[src/dual_pid_differential_drive_macros.svh]
// ----------------------------------------------------------------------------
// Dual PID differential drive - assertion macros
// Short forms for the concurrent checks at the end of the top level.
// ----------------------------------------------------------------------------
`ifndef DUAL_PID_DIFFERENTIAL_DRIVE_MACROS_SVH
`define DUAL_PID_DIFFERENTIAL_DRIVE_MACROS_SVH

// Same-cycle implication, sampled on clk, off while reset is applied.
`define DPDD_ASSERT_HOLDS(label, rst_n, ante, cons, msg) \
	label: assert property (@(posedge clk) disable iff (!rst_n) (ante) |-> (cons)) \
		else $error(msg);

// Next-cycle implication, sampled on clk, off while reset is applied.
`define DPDD_ASSERT_NEXT(label, rst_n, ante, cons, msg) \
	label: assert property (@(posedge clk) disable iff (!rst_n) (ante) |=> (cons)) \
		else $error(msg);

`endif

[src/dpdd_pkg.sv]
// ----------------------------------------------------------------------------
// Dual PID differential drive - package
// Field widths, register codes, reset values, sequencer states and the
// request/response bundles of the shared divider.
// ----------------------------------------------------------------------------
package dpdd_pkg;

	localparam int INTEGRAL_WIDTH_DEF = 32;

	localparam int DIST_W     = 9;
	localparam int LIGHT_W    = 10;
	localparam int DT_W       = 16;
	localparam int POWER_W    = 8;
	localparam int LANE_W     = 2;
	localparam int GAIN_W     = 8;
	localparam int ERR_W      = 11;
	localparam int DIFF_W     = 12;
	localparam int MUL_A_W    = 11;
	localparam int CFG_IDX_W  = 3;
	localparam int CFG_DATA_W = 10;

	localparam int BASE_POWER = 127;

	localparam logic [LANE_W-1:0]  LANE_ONE   = 2'd1;
	localparam logic [LANE_W-1:0]  LANE_TWO   = 2'd2;
	localparam logic [LANE_W-1:0]  LANE_THREE = 2'd3;

	localparam logic [LANE_W-1:0]  RST_LANE        = LANE_ONE;
	localparam logic [DIST_W-1:0]  RST_REAR_TARGET = 9'd30;
	localparam logic [POWER_W-1:0] RST_POWER_MAX   = 8'd255;
	localparam logic [POWER_W-1:0] RST_POWER_MIN   = 8'd0;
	localparam logic [LIGHT_W-1:0] RST_LINE_THRESH = 10'd512;
	localparam logic [GAIN_W-1:0]  RST_GAIN        = 8'd1;

	typedef enum logic [CFG_IDX_W-1:0] {
		REG_LANE        = 3'd0,
		REG_REAR_TARGET = 3'd1,
		REG_POWER_MAX   = 3'd2,
		REG_POWER_MIN   = 3'd3,
		REG_LINE_THRESH = 3'd4,
		REG_ALIGN_KP    = 3'd5,
		REG_ALIGN_KI    = 3'd6,
		REG_ALIGN_KD    = 3'd7
	} cfg_reg_t;

	typedef enum logic [3:0] {
		ST_IDLE,
		ST_RI,
		ST_AI,
		ST_AACC,
		ST_RDIV,
		ST_ADIV,
		ST_KP,
		ST_KI,
		ST_KD,
		ST_SUM,
		ST_MIX,
		ST_OUT
	} state_t;

	typedef struct packed {
		logic                     start;
		logic signed [DIFF_W-1:0] dividend;
		logic [DT_W-1:0]          divisor;
	} div_req_t;

	typedef struct packed {
		logic                     done;
		logic signed [DIFF_W-1:0] quotient;
	} div_rsp_t;

endpackage

[src/dpdd_ifs.sv]
// ----------------------------------------------------------------------------
// Dual PID differential drive - channel interfaces
// Valid/ready channels for sensor samples in and drive commands out.
// ----------------------------------------------------------------------------
interface dpdd_in_if import dpdd_pkg::*; ();
	logic               valid;
	logic               ready;
	logic [DIST_W-1:0]  rear_distance;
	logic [DIST_W-1:0]  side_front_distance;
	logic [DIST_W-1:0]  side_rear_distance;
	logic [LIGHT_W-1:0] light_left;
	logic [LIGHT_W-1:0] light_right;
	logic [DT_W-1:0]    elapsed_ms;

	modport source (
		output valid, rear_distance, side_front_distance, side_rear_distance,
			light_left, light_right, elapsed_ms,
		input  ready
	);
	modport sink (
		input  valid, rear_distance, side_front_distance, side_rear_distance,
			light_left, light_right, elapsed_ms,
		output ready
	);
endinterface

interface dpdd_out_if import dpdd_pkg::*; ();
	logic               valid;
	logic               ready;
	logic [POWER_W-1:0] power_right;
	logic [POWER_W-1:0] power_left;
	logic               thruster_right_on;
	logic               thruster_left_on;

	modport source (
		output valid, power_right, power_left, thruster_right_on, thruster_left_on,
		input  ready
	);
	modport sink (
		input  valid, power_right, power_left, thruster_right_on, thruster_left_on,
		output ready
	);
endinterface

[src/dpdd_mul.sv]
// ----------------------------------------------------------------------------
// Dual PID differential drive - shared multiplier
// Signed narrow-by-wide product with a register on its output.
// ----------------------------------------------------------------------------
module dpdd_mul import dpdd_pkg::*; #(
	parameter int IW = INTEGRAL_WIDTH_DEF
) (
	input  logic                          clk,
	input  logic signed [MUL_A_W-1:0]     a,
	input  logic signed [IW-1:0]          b,
	output logic signed [MUL_A_W+IW-1:0]  p_q
);

	always_ff @(posedge clk) begin
		p_q <= a * b;
	end

endmodule

[src/dpdd_div.sv]
// ----------------------------------------------------------------------------
// Dual PID differential drive - iterative divider
// Restoring signed-by-unsigned division, one quotient bit per cycle,
// truncated toward zero; a zero divisor gives a zero quotient.
// ----------------------------------------------------------------------------
module dpdd_div import dpdd_pkg::*; (
	input  logic     clk,
	input  logic     arst_n,
	input  div_req_t req,
	output div_rsp_t rsp
);

	localparam int CNT_W = $clog2(DIFF_W);

	logic              busy_q;
	logic              done_q;
	logic [CNT_W-1:0]  cnt_q;
	logic [DT_W-1:0]   dvs_q;
	logic [DT_W-1:0]   rem_q;
	logic [DIFF_W-1:0] quo_q;
	logic              neg_q;

	logic [DT_W:0]     trial;
	logic              fits;
	logic [DT_W-1:0]   rem_nxt;
	logic [DIFF_W-1:0] mag;
	logic              dvs_zero;

	assign dvs_zero = (req.divisor == '0);
	assign mag      = req.dividend[DIFF_W-1] ? DIFF_W'(-req.dividend) : req.dividend;
	assign trial    = {rem_q, quo_q[DIFF_W-1]};
	assign fits     = (trial >= {1'b0, dvs_q});
	assign rem_nxt  = fits ? DT_W'(trial - {1'b0, dvs_q}) : trial[DT_W-1:0];

	always_ff @(posedge clk or negedge arst_n) begin
		if (!arst_n) begin
			busy_q <= 1'b0;
			done_q <= 1'b0;
			cnt_q  <= '0;
		end else begin
			done_q <= 1'b0;
			if (req.start) begin
				busy_q <= !dvs_zero;
				done_q <= dvs_zero;
				cnt_q  <= CNT_W'(DIFF_W - 1);
			end else if (busy_q) begin
				cnt_q <= cnt_q - 1'b1;
				if (cnt_q == '0) begin
					busy_q <= 1'b0;
					done_q <= 1'b1;
				end
			end
		end
	end

	// dividend bits shift out of quo_q as quotient bits shift in
	always_ff @(posedge clk) begin
		if (req.start) begin
			dvs_q <= req.divisor;
			rem_q <= '0;
			quo_q <= dvs_zero ? '0 : mag;
			neg_q <= req.dividend[DIFF_W-1] && !dvs_zero;
		end else if (busy_q) begin
			rem_q <= rem_nxt;
			quo_q <= {quo_q[DIFF_W-2:0], fits};
		end
	end

	assign rsp.done     = done_q;
	assign rsp.quotient = neg_q ? $signed(DIFF_W'(-quo_q)) : $signed(quo_q);

endmodule

[src/dual_pid_differential_drive.sv]
// ----------------------------------------------------------------------------
// Dual PID differential drive - top level
// Distance and alignment PID loops mixed into left/right drive power.
// ----------------------------------------------------------------------------
// Each input beat is one sensor sample; each produces exactly one output beat
// with the clamped right and left motor power and the two side-thruster flags.
// The block works on one sample at a time: in_ch.ready is high only while the
// sequencer is idle. Each sample runs two 12-step derivative divisions on the
// shared divider, skipped when elapsed_ms is zero, and one multiply per cycle on
// the shared multiplier for the two integral updates and the three alignment
// gain products. The finished result sits in an output register, so a new
// sample is accepted while it waits; if the downstream side still holds the
// previous beat when the next one is ready, the sequencer holds.
// Configuration registers are written through cfg_we/cfg_index/cfg_data and
// must only be changed while no sample is in flight.
// ----------------------------------------------------------------------------
module dual_pid_differential_drive import dpdd_pkg::*; #(
	parameter int INTEGRAL_WIDTH = INTEGRAL_WIDTH_DEF
) (
	input  logic                  clk,
	input  logic                  arst_n,
	input  logic                  cfg_we,
	input  logic [CFG_IDX_W-1:0]  cfg_index,
	input  logic [CFG_DATA_W-1:0] cfg_data,
	dpdd_in_if.sink               in_ch,
	dpdd_out_if.source            out_ch
);

`include "dual_pid_differential_drive_macros.svh"

	localparam int IW = INTEGRAL_WIDTH;
	localparam int PW = MUL_A_W + IW;   // product width
	localparam int AW = PW + 1;         // accumulate / saturate width

	localparam logic signed [AW-1:0] IMAX = {{(AW-IW+1){1'b0}}, {(IW-1){1'b1}}};
	localparam logic signed [AW-1:0] IMIN = ~IMAX;

	// configuration registers
	logic [LANE_W-1:0]        lane_q;
	logic [DIST_W-1:0]        rear_target_q;
	logic [POWER_W-1:0]       power_max_q;
	logic [POWER_W-1:0]       power_min_q;
	logic [LIGHT_W-1:0]       line_thresh_q;
	logic signed [GAIN_W-1:0] kp_q;
	logic signed [GAIN_W-1:0] ki_q;
	logic signed [GAIN_W-1:0] kd_q;

	// loop state
	logic signed [ERR_W-1:0]  rear_prev_q;
	logic signed [ERR_W-1:0]  align_prev_q;
	logic signed [IW-1:0]     rear_int_q;
	logic signed [IW-1:0]     align_int_q;
	logic                     primed_q;

	// per-sample working registers
	state_t                   state_q, state_d;
	logic [DT_W-1:0]          dt_q;
	logic [LIGHT_W-1:0]       light_l_q;
	logic [LIGHT_W-1:0]       light_r_q;
	logic signed [ERR_W-1:0]  e_rear_q;
	logic signed [ERR_W-1:0]  e_align_q;
	logic signed [DIFF_W-1:0] rdiff_q;
	logic signed [DIFF_W-1:0] adiff_q;
	logic signed [DIFF_W-1:0] d_rear_q;
	logic signed [DIFF_W-1:0] d_align_q;
	logic signed [AW-1:0]     rt_q;
	logic signed [AW-1:0]     al_q;
	logic signed [AW-1:0]     right_q;
	logic signed [AW-1:0]     left_q;

	// output register
	logic                     out_valid_q;
	logic [POWER_W-1:0]       power_right_q;
	logic [POWER_W-1:0]       power_left_q;
	logic                     thr_r_q;
	logic                     thr_l_q;

	// datapath nets
	logic                     in_fire;
	logic                     out_load;
	logic signed [ERR_W-1:0]  e_rear_in;
	logic signed [ERR_W-1:0]  e_align_in;
	logic signed [MUL_A_W-1:0] mul_a;
	logic signed [IW-1:0]     mul_b;
	logic signed [PW-1:0]     prod_q;
	logic signed [AW-1:0]     prod_x;
	logic signed [AW-1:0]     int_sum;
	logic signed [IW-1:0]     int_sat;
	div_req_t                 div_req;
	div_rsp_t                 div_rsp;
	logic [POWER_W-1:0]       pr_clamp;
	logic [POWER_W-1:0]       pl_clamp;
	logic                     thr_r_d;
	logic                     thr_l_d;

	function automatic logic [POWER_W-1:0] clamp_power(
		input logic signed [AW-1:0] v,
		input logic [POWER_W-1:0]   pmax,
		input logic [POWER_W-1:0]   pmin
	);
		logic signed [AW-1:0] hi;
		logic signed [AW-1:0] lo;
		logic signed [AW-1:0] r;
		hi = $signed({{(AW-POWER_W){1'b0}}, pmax});
		lo = $signed({{(AW-POWER_W){1'b0}}, pmin});
		r  = (v > hi) ? hi : v;
		r  = (r < lo) ? lo : r;
		return r[POWER_W-1:0];
	endfunction

	assign in_fire  = in_ch.valid && in_ch.ready;
	assign out_load = (state_q == ST_OUT) && (!out_valid_q || out_ch.ready);

	assign e_rear_in  = $signed({2'b00, rear_target_q}) - $signed({2'b00, in_ch.rear_distance});
	assign e_align_in = $signed({2'b00, in_ch.side_front_distance})
		- $signed({2'b00, in_ch.side_rear_distance});

	// -------------------------------------------------------------------------
	// Configuration writes
	// -------------------------------------------------------------------------
	always_ff @(posedge clk or negedge arst_n) begin
		if (!arst_n) begin
			lane_q        <= RST_LANE;
			rear_target_q <= RST_REAR_TARGET;
			power_max_q   <= RST_POWER_MAX;
			power_min_q   <= RST_POWER_MIN;
			line_thresh_q <= RST_LINE_THRESH;
			kp_q          <= RST_GAIN;
			ki_q          <= RST_GAIN;
			kd_q          <= RST_GAIN;
		end else if (cfg_we) begin
			case (cfg_reg_t'(cfg_index))
				REG_LANE:        lane_q        <= cfg_data[LANE_W-1:0];
				REG_REAR_TARGET: rear_target_q <= cfg_data[DIST_W-1:0];
				REG_POWER_MAX:   power_max_q   <= cfg_data[POWER_W-1:0];
				REG_POWER_MIN:   power_min_q   <= cfg_data[POWER_W-1:0];
				REG_LINE_THRESH: line_thresh_q <= cfg_data[LIGHT_W-1:0];
				REG_ALIGN_KP:    kp_q          <= cfg_data[GAIN_W-1:0];
				REG_ALIGN_KI:    ki_q          <= cfg_data[GAIN_W-1:0];
				REG_ALIGN_KD:    kd_q          <= cfg_data[GAIN_W-1:0];
				default: ;
			endcase
		end
	end

	// -------------------------------------------------------------------------
	// Shared multiplier: operands picked by the step being issued
	// -------------------------------------------------------------------------
	always_comb begin
		mul_a = '0;
		mul_b = '0;
		case (state_q)
			ST_RI: begin
				mul_a = e_rear_q;
				mul_b = $signed({{(IW-DT_W){1'b0}}, dt_q});
			end
			ST_AI: begin
				mul_a = e_align_q;
				mul_b = $signed({{(IW-DT_W){1'b0}}, dt_q});
			end
			ST_KP: begin
				mul_a = MUL_A_W'(kp_q);
				mul_b = IW'(e_align_q);
			end
			ST_KI: begin
				mul_a = MUL_A_W'(ki_q);
				mul_b = align_int_q;
			end
			ST_KD: begin
				mul_a = MUL_A_W'(kd_q);
				mul_b = IW'(d_align_q);
			end
			default: ;
		endcase
	end

	dpdd_mul #(.IW(IW)) u_mul (
		.clk (clk),
		.a   (mul_a),
		.b   (mul_b),
		.p_q (prod_q)
	);

	assign prod_x = AW'(prod_q);

	// integral update: add the product of the previous step, then saturate
	always_comb begin
		int_sum = prod_x + ((state_q == ST_AI) ? AW'(rear_int_q) : AW'(align_int_q));
		if (int_sum > IMAX) begin
			int_sat = IMAX[IW-1:0];
		end else if (int_sum < IMIN) begin
			int_sat = IMIN[IW-1:0];
		end else begin
			int_sat = int_sum[IW-1:0];
		end
	end

	// -------------------------------------------------------------------------
	// Shared divider for the two derivatives
	// -------------------------------------------------------------------------
	always_comb begin
		div_req.start    = 1'b0;
		div_req.dividend = rdiff_q;
		div_req.divisor  = dt_q;
		if (state_q == ST_AACC) begin
			div_req.start = 1'b1;
		end else if (state_q == ST_RDIV && div_rsp.done) begin
			div_req.start    = 1'b1;
			div_req.dividend = adiff_q;
		end
	end

	dpdd_div u_div (
		.clk    (clk),
		.arst_n (arst_n),
		.req    (div_req),
		.rsp    (div_rsp)
	);

	// -------------------------------------------------------------------------
	// Sequencer
	// -------------------------------------------------------------------------
	always_ff @(posedge clk or negedge arst_n) begin
		if (!arst_n) begin
			state_q <= ST_IDLE;
		end else begin
			state_q <= state_d;
		end
	end

	always_comb begin
		state_d     = state_q;
		in_ch.ready = 1'b0;
		case (state_q)
			ST_IDLE: begin
				in_ch.ready = 1'b1;
				if (in_ch.valid) state_d = ST_RI;
			end
			ST_RI:   state_d = ST_AI;
			ST_AI:   state_d = ST_AACC;
			ST_AACC: state_d = ST_RDIV;
			ST_RDIV: if (div_rsp.done) state_d = ST_ADIV;
			ST_ADIV: if (div_rsp.done) state_d = ST_KP;
			ST_KP:   state_d = ST_KI;
			ST_KI:   state_d = ST_KD;
			ST_KD:   state_d = ST_SUM;
			ST_SUM:  state_d = ST_MIX;
			ST_MIX:  state_d = ST_OUT;
			ST_OUT:  if (out_load) state_d = ST_IDLE;
			default: state_d = ST_IDLE;
		endcase
	end

	// loop state that survives between samples
	always_ff @(posedge clk or negedge arst_n) begin
		if (!arst_n) begin
			rear_prev_q  <= '0;
			align_prev_q <= '0;
			rear_int_q   <= '0;
			align_int_q  <= '0;
			primed_q     <= 1'b0;
		end else begin
			if (in_fire) begin
				rear_prev_q  <= e_rear_in;
				align_prev_q <= e_align_in;
				primed_q     <= 1'b1;
			end
			if (state_q == ST_AI) rear_int_q <= int_sat;
			if (state_q == ST_AACC) align_int_q <= int_sat;
		end
	end

	// per-sample payload; the first sample sees its own error as the previous one
	always_ff @(posedge clk) begin
		if (in_fire) begin
			dt_q      <= in_ch.elapsed_ms;
			light_l_q <= in_ch.light_left;
			light_r_q <= in_ch.light_right;
			e_rear_q  <= e_rear_in;
			e_align_q <= e_align_in;
			rdiff_q   <= primed_q ? DIFF_W'(e_rear_in) - DIFF_W'(rear_prev_q) : '0;
			adiff_q   <= primed_q ? DIFF_W'(e_align_in) - DIFF_W'(align_prev_q) : '0;
		end
		if (state_q == ST_RDIV && div_rsp.done) d_rear_q <= div_rsp.quotient;
		if (state_q == ST_ADIV && div_rsp.done) d_align_q <= div_rsp.quotient;
		// distance term has unit gains: base + error + integral + derivative
		if (state_q == ST_KP) begin
			rt_q <= AW'(rear_int_q) + AW'(e_rear_q) + AW'(d_rear_q) + AW'(BASE_POWER);
		end
		if (state_q == ST_KI) al_q <= prod_x;
		if (state_q == ST_KD || state_q == ST_SUM) al_q <= al_q + prod_x;
		if (state_q == ST_MIX) begin
			right_q <= rt_q + al_q;
			left_q  <= rt_q - al_q;
		end
	end

	// -------------------------------------------------------------------------
	// Clamp, thruster rule and output register
	// -------------------------------------------------------------------------
	assign pr_clamp = clamp_power(right_q, power_max_q, power_min_q);
	assign pl_clamp = clamp_power(left_q, power_max_q, power_min_q);

	// a thruster enabled by the lane fires when its light sensor is off the line
	always_comb begin
		thr_r_d = 1'b0;
		thr_l_d = 1'b0;
		case (lane_q)
			LANE_ONE: thr_r_d = (light_r_q >= line_thresh_q);
			LANE_TWO: begin
				thr_r_d = (light_r_q >= line_thresh_q);
				thr_l_d = (light_l_q >= line_thresh_q);
			end
			LANE_THREE: thr_l_d = (light_l_q >= line_thresh_q);
			default: ;
		endcase
	end

	always_ff @(posedge clk or negedge arst_n) begin
		if (!arst_n) begin
			out_valid_q <= 1'b0;
		end else if (out_load) begin
			out_valid_q <= 1'b1;
		end else if (out_ch.ready) begin
			out_valid_q <= 1'b0;
		end
	end

	always_ff @(posedge clk) begin
		if (out_load) begin
			power_right_q <= pr_clamp;
			power_left_q  <= pl_clamp;
			thr_r_q       <= thr_r_d;
			thr_l_q       <= thr_l_d;
		end
	end

	assign out_ch.valid             = out_valid_q;
	assign out_ch.power_right       = power_right_q;
	assign out_ch.power_left        = power_left_q;
	assign out_ch.thruster_right_on = thr_r_q;
	assign out_ch.thruster_left_on  = thr_l_q;

	// -------------------------------------------------------------------------
	// Checks
	// -------------------------------------------------------------------------
	`DPDD_ASSERT_NEXT(a_busy_after_accept, arst_n, in_fire, !in_ch.ready, "ready after accept")
	`DPDD_ASSERT_NEXT(a_result_shown, arst_n, out_load, out_ch.valid, "result beat not shown")
	`DPDD_ASSERT_HOLDS(a_div_done_in_div_state, arst_n, div_rsp.done, (state_q == ST_RDIV || state_q == ST_ADIV), "divider done outside a divide step")

endmodule

[src/flat_wrapper.sv]
// flat-port wrapper written by rule: the top's interface ports become plain ports
module dual_pid_differential_drive_flat import dpdd_pkg::*;
#(
	parameter int INTEGRAL_WIDTH = INTEGRAL_WIDTH_DEF
)
  (clk, arst_n, cfg_we, cfg_index, cfg_data, in_ch_valid, in_ch_rear_distance, in_ch_side_front_distance, in_ch_side_rear_distance, in_ch_light_left, in_ch_light_right, in_ch_elapsed_ms, in_ch_ready, out_ch_valid, out_ch_power_right, out_ch_power_left, out_ch_thruster_right_on, out_ch_thruster_left_on, out_ch_ready);
  dpdd_in_if in_ch_i ();
  dpdd_out_if out_ch_i ();
  input  logic clk;
  input  logic arst_n;
  input  logic cfg_we;
  input  logic [CFG_IDX_W-1:0] cfg_index;
  input  logic [CFG_DATA_W-1:0] cfg_data;
  input wire logic [$bits(in_ch_i.valid)-1:0] in_ch_valid;
  input wire logic [$bits(in_ch_i.rear_distance)-1:0] in_ch_rear_distance;
  input wire logic [$bits(in_ch_i.side_front_distance)-1:0] in_ch_side_front_distance;
  input wire logic [$bits(in_ch_i.side_rear_distance)-1:0] in_ch_side_rear_distance;
  input wire logic [$bits(in_ch_i.light_left)-1:0] in_ch_light_left;
  input wire logic [$bits(in_ch_i.light_right)-1:0] in_ch_light_right;
  input wire logic [$bits(in_ch_i.elapsed_ms)-1:0] in_ch_elapsed_ms;
  output wire logic [$bits(in_ch_i.ready)-1:0] in_ch_ready;
  output wire logic [$bits(out_ch_i.valid)-1:0] out_ch_valid;
  output wire logic [$bits(out_ch_i.power_right)-1:0] out_ch_power_right;
  output wire logic [$bits(out_ch_i.power_left)-1:0] out_ch_power_left;
  output wire logic [$bits(out_ch_i.thruster_right_on)-1:0] out_ch_thruster_right_on;
  output wire logic [$bits(out_ch_i.thruster_left_on)-1:0] out_ch_thruster_left_on;
  input wire logic [$bits(out_ch_i.ready)-1:0] out_ch_ready;
  assign in_ch_i.valid = in_ch_valid;
  assign in_ch_i.rear_distance = in_ch_rear_distance;
  assign in_ch_i.side_front_distance = in_ch_side_front_distance;
  assign in_ch_i.side_rear_distance = in_ch_side_rear_distance;
  assign in_ch_i.light_left = in_ch_light_left;
  assign in_ch_i.light_right = in_ch_light_right;
  assign in_ch_i.elapsed_ms = in_ch_elapsed_ms;
  assign in_ch_ready = in_ch_i.ready;
  assign out_ch_valid = out_ch_i.valid;
  assign out_ch_power_right = out_ch_i.power_right;
  assign out_ch_power_left = out_ch_i.power_left;
  assign out_ch_thruster_right_on = out_ch_i.thruster_right_on;
  assign out_ch_thruster_left_on = out_ch_i.thruster_left_on;
  assign out_ch_i.ready = out_ch_ready;
  dual_pid_differential_drive #(.INTEGRAL_WIDTH(INTEGRAL_WIDTH)) u_core (.clk(clk), .arst_n(arst_n), .cfg_we(cfg_we), .cfg_index(cfg_index), .cfg_data(cfg_data), .in_ch(in_ch_i), .out_ch(out_ch_i));
endmodule
[config.mk]
export PLATFORM = sky130hd
export DESIGN_NAME = dual_pid_differential_drive_flat
export DESIGN_NICKNAME = d
export VERILOG_FILES = /design/src/dpdd_pkg.sv /design/src/dpdd_ifs.sv /design/src/dpdd_mul.sv /design/src/dpdd_div.sv /design/src/dual_pid_differential_drive.sv /design/src/flat_wrapper.sv
export VERILOG_INCLUDE_DIRS = /design/src /design/src/src
export SDC_FILE = /design/constraint.sdc
export NUM_CORES = 2
export LEC_CHECK = 0
export ABC_AREA = 1
export BUFFER_PORTS_ARGS = -buffer_cell sky130_fd_sc_hd__buf_2
export CAP_MARGIN = 20
export CORE_MARGIN = 2
export CORE_UTILIZATION = 55
export DETAILED_ROUTE_END_ITERATION = 7
export GPL_TIMING_DRIVEN = 0
export PLACE_DENSITY = 0.82
export SYNTH_ARGS = -nofsm -noshare
export SYNTH_HDL_FRONTEND = slang
export SYNTH_SLANG_ARGS = --single-unit
[constraint.sdc]
create_clock -name clk -period 9.6 [get_ports clk]
set_clock_uncertainty 0.15 [all_clocks]
set_input_delay 0.48 -clock clk [delete_from_list [all_inputs] [get_ports clk]]
set_output_delay 0.48 -clock clk [all_outputs]
set_load 0.05 [all_outputs]
==> impl_results.md <==
* H-tree lvl count at 2
* Endpoint of the worst hold-timing path: u_core.lane_q[0]$_DFFE_PN1P_
* Via count of the first global-routing pass at approximately 46k
* Final total negative setup slack at 0 ps
* Initial antenna violation count at 1
* Antenna Nets Post-Route at 0
* Result of the run: finished clean
* Slowest CP cell: sky130_fd_sc_hd__nor2_1
* Ports placed on the boundary at a little over 100
* TritonCTS clock tree: yes
* Data arrival time of the worst path at between 9000 and 10,000 ps
* Post-DP HPWL at 129,000 um
* Ys Warns at 0
* Final worst path period need at 9060 ps
* RSZ-0062 raised after global routing: false
* Core Rows at around 110
* Skew-Pair Late Insertion Delay at approximately 670 ps
* Startpoint of the lowest-slack hold path: cfg_index[2]
* Root cell of the clock tree: sky130_fd_sc_hd__clkbuf_16
* Share of async-settable or async-resettable flops after synthesis at slightly below 30%
* Max-cap viol count at 0
* Global router's overall resource usage at between 30% and 40%
* Max Freq at 110 MHz
* Cell Area, Synth at slightly above 0.05 mm^2
* Vias per std cell at roughly 5.5
* Fill cell count at between 8k and 9k
* Sequential cell area at about 0.015 mm^2
* Reported leakage power at roughly 27 nW
* Worst path setup slack after routing at ~540 ps
* Sum of buffers and inverters on the critical path at 8
* Total via count in the routed design at between 40k and 50k
* Nature of the critical path endpoint: flop
* Mapped Nets at about 7.6k
* Hold-critical path depth at 4
* Portion of synthesized cell area occupied by the leading cell type at approximately a fifth
* Area of the placeable core at between 0.09 and 0.1 mm^2
* Avg Inst Size Synth at approximately 7.7 um^2
* Total DRC errors in the routed layout at 0
* Hold/Removal Path Class: input pin to flop
* Post-Syn Instances at 6,725
* Post-synth EDFFs at approximately 320
* Buffers inserted during post-CTS setup optimization at 0
* Footprint of the multi-input gates at about 0.031 mm^2
* Commonest register cell after synthesis: sky130_fd_sc_hd__edfxtp_1
* First-pass DRT Iterations at 8
* Number of pins with negative max-slew slack in the final report at 0
* Top area cells in the synthesized netlist: sky130_fd_sc_hd__edfxtp_1, sky130_fd_sc_hd__fa_1, sky130_fd_sc_hd__nand2_1, sky130_fd_sc_hd__ha_1, sky130_fd_sc_hd__inv_1
* Overall overflow remaining after global route at 0
* Largest fanout of any net on the critical path at 10
* Global-route wire length before repair at ~240,000 um
* Die X at 310 um
* PostCTS Resize Cnt at 0
* VDD IR-drop max at approximately 0.23 mV
* RR Endpoint: u_core.u_mul.p_q[31]$_DFF_P_
* Global placement routability congestion at around 1.0
* Clock sink count at 540
* Most frequent cell after synthesis: sky130_fd_sc_hd__nand2_1
* Setup Crit Path Kind: flop to flop
* Final number of hold-violating endpoints at 0
* Wire length per cell after detailed routing at 18.9 um
* Fraction of layout instances using a drive strength above 1 at under 10%
* Gate family responsible for the most delay along the worst path: adder cells
* Relative slew margins at roughly 11%
* Area growth from synthesis to layout at 9.65%
* Cts-stage hold buffer count at between 40 and 50
* Sequential fraction of the synthesis area at about 29%
* Longest Clk Path Bufs at 3
* Synth area leader: sky130_fd_sc_hd__edfxtp_1
* Die Area at between 0.09 and 0.1 mm^2
* Type of origin of the critical path: flop
* Synth cell types at 65
* Slack of the worst reg-to-reg path at 540 ps
* Wire length after detailed routing at about 160,000 um
* Register bit count reported by yosys at 540
* Reg2reg start: u_core.state_q[3]$_DFFE_PN0P_
* Pin count of the biggest net entering global routing at slightly above 100
* Nets at 7,781
* Count of input and output buffers at 100
* DP Worst Slack at a little under 900 ps
* CTS clock-pin slew for the worst setup and hold paths at approximately 60 ps
* Portion of the clock cycle consumed by the worst path in the final layout at a little over nine tenths
* Maximum cell stage delay along the critical path at about 610 ps
* Number of buffers inserted during clock tree synthesis at between 60 and 70
* Initial detailed-routing violation count at just over 4k
* Power density over the cells at roughly 390 mW/mm^2
* Initial cell density of the core at between 50% and 60%
* Setup violations, final at 0
* Number of cells on the worst reg-to-reg path at 31
* Slew at the pin with the worst max-slew slack at between 1000 and 1500 ps
* Y dimension of the die at 310 um
* Crit path required time at about 10000 ps
* List of most frequent post-synthesis cells: sky130_fd_sc_hd__nand2_1, sky130_fd_sc_hd__inv_1, sky130_fd_sc_hd__nor2_1
worst max path at each step:
stage	from	end	slack [ps]	cells after the start
2_1_floorplan	u_core.state_q[1]$_DFFE_PN0P_	u_core.u_mul.p_q[31]$_DFF_P_	1900	28
3_3_place_gp	u_core.state_q[1]$_DFFE_PN0P_	u_core.u_mul.p_q[31]$_DFF_P_	-410	28
3_5_place_dp	u_core.state_q[3]$_DFFE_PN0P_	u_core.u_mul.p_q[31]$_DFF_P_	890	31
4_1_cts	u_core.state_q[3]$_DFFE_PN0P_	u_core.u_mul.p_q[31]$_DFF_P_	800	31
5_1_grt	u_core.state_q[3]$_DFFE_PN0P_	u_core.u_mul.p_q[31]$_DFF_P_	190	31
6_report	u_core.state_q[3]$_DFFE_PN0P_	u_core.u_mul.p_q[31]$_DFF_P_	540	31
where the power goes:
group | switching [W] | internal [W] | total, W
clock network | 0.00104 | 0.00144 | 0.00248
registers | 0.000696 | 0.00356 | 0.00426
logic | 0.0103 | 0.00500 | 0.0153
metal layers:
metal / part of all wire, % / GRT usage [%]
met1: 40 / 41.0
met2: 48 / 56.1
met3: 7.2 / 4.61
met4: 5.2 / 15.6
met5: 0 / 0
worst min-delay path, stage by stage:
cell	delay, ps
sky130_fd_sc_hd__buf_2	90
sky130_fd_sc_hd__nor2_1	70
sky130_fd_sc_hd__nand2_1	130
sky130_fd_sc_hd__o21ai_0	90
placed cells by master (no fill, tap or decap), types with 12 or more instances in the layout:
master / n
sky130_fd_sc_hd__xor2_1: 198
sky130_fd_sc_hd__o21a_1: 27
sky130_fd_sc_hd__o21ai_0: 344
sky130_fd_sc_hd__xnor2_1: 70
sky130_fd_sc_hd__dfstp_2: 17
sky130_fd_sc_hd__inv_1: 1258
sky130_fd_sc_hd__buf_2: 112
sky130_fd_sc_hd__edfxtp_1: 324
sky130_fd_sc_hd__nand2_1: 1629
sky130_fd_sc_hd__a221oi_1: 13
sky130_fd_sc_hd__dfrtp_1: 140
sky130_fd_sc_hd__fa_1: 349
sky130_fd_sc_hd__ha_1: 402
sky130_fd_sc_hd__a21boi_0: 17
sky130_fd_sc_hd__o21bai_1: 31
sky130_fd_sc_hd__o211ai_1: 34
sky130_fd_sc_hd__nand3b_1: 12
sky130_fd_sc_hd__clkbuf_16: 62
sky130_fd_sc_hd__nor4_1: 23
sky130_fd_sc_hd__dfxtp_1: 59
sky130_fd_sc_hd__clkbuf_1: 107
sky130_fd_sc_hd__nand3_1: 199
sky130_fd_sc_hd__a31oi_1: 58
sky130_fd_sc_hd__nor2_1: 687
sky130_fd_sc_hd__a21o_1: 22
sky130_fd_sc_hd__nand4_1: 56
sky130_fd_sc_hd__nor3_1: 44
sky130_fd_sc_hd__or2_2: 26
sky130_fd_sc_hd__dlygate4sd3_1: 48
sky130_fd_sc_hd__nand2_2: 18
sky130_fd_sc_hd__nor2_2: 15
sky130_fd_sc_hd__a21oi_1: 410
area by class of cell:
cell class | count | area share, %
Multi-Input combinational cell | 4787 | 55.5
Sequential cell | 540 | 26.3
Inverter | 1264 | 8.40
Clock buffer | 80 | 3.04
Tap cell | 1254 | 2.78
Timing Repair Buffer | 161 | 2.18
Buffer | 134 | 1.02
Clock inverter | 34 | 0.745
Antenna cell | 1 | 0.00443
through the flow:
stage | area [um^2] | hold WS, ps | utilization (%) | instances | total power [W]
floorplan | 51500 | 34.4 | - | 6725 | 0.0149
global placement | 53600 | 288 | 57.6 | 8079 | 0.0189
detailed placement | 53800 | 281 | 57.9 | 8092 | 0.0192
CTS | 56500 | 13.3 | 60.7 | 8254 | 0.0218
global route | 56500 | 78.5 | 60.7 | 8254 | 0.0240
finish | 56500 | 55.8 | 60.7 | 8255 | 0.0220
state kept, by name (all words and copies together) (netlist names), 11 cells and up:
signal,cells
u_core.rdiff_q,11
u_core.u_div.dvs_q,16
u_core.right_q,43
u_core.d_align_q,12
u_core.al_q,44
u_core.d_rear_q,12
u_core.rt_q,44
u_core.dt_q,16
u_core.align_int_q,32
u_core.u_mul.p_q,43
u_core.adiff_q,11
u_core.left_q,44
u_core.u_div.quo_q,12
u_core.rear_int_q,32
u_core.u_div.rem_q,16
cells by family (layout without fill, tap and decap cells):
group	count (synthesis)	count (layout)	synth area share (%)
AND/OR/NAND/NOR	2738	2738	21.6
flip-flops	540	540	28.9
other	0	1	0
XOR/XNOR	271	271	4.65
adder cells (fa/ha/maj)	751	751	23.3
AO/OA/AOI/OAI	1019	1019	11.1
buffers and inverters	1398	1673	10.3
multiplexers	8	8	0.156
Note: power is estimated with default switching activity, not from simulation.
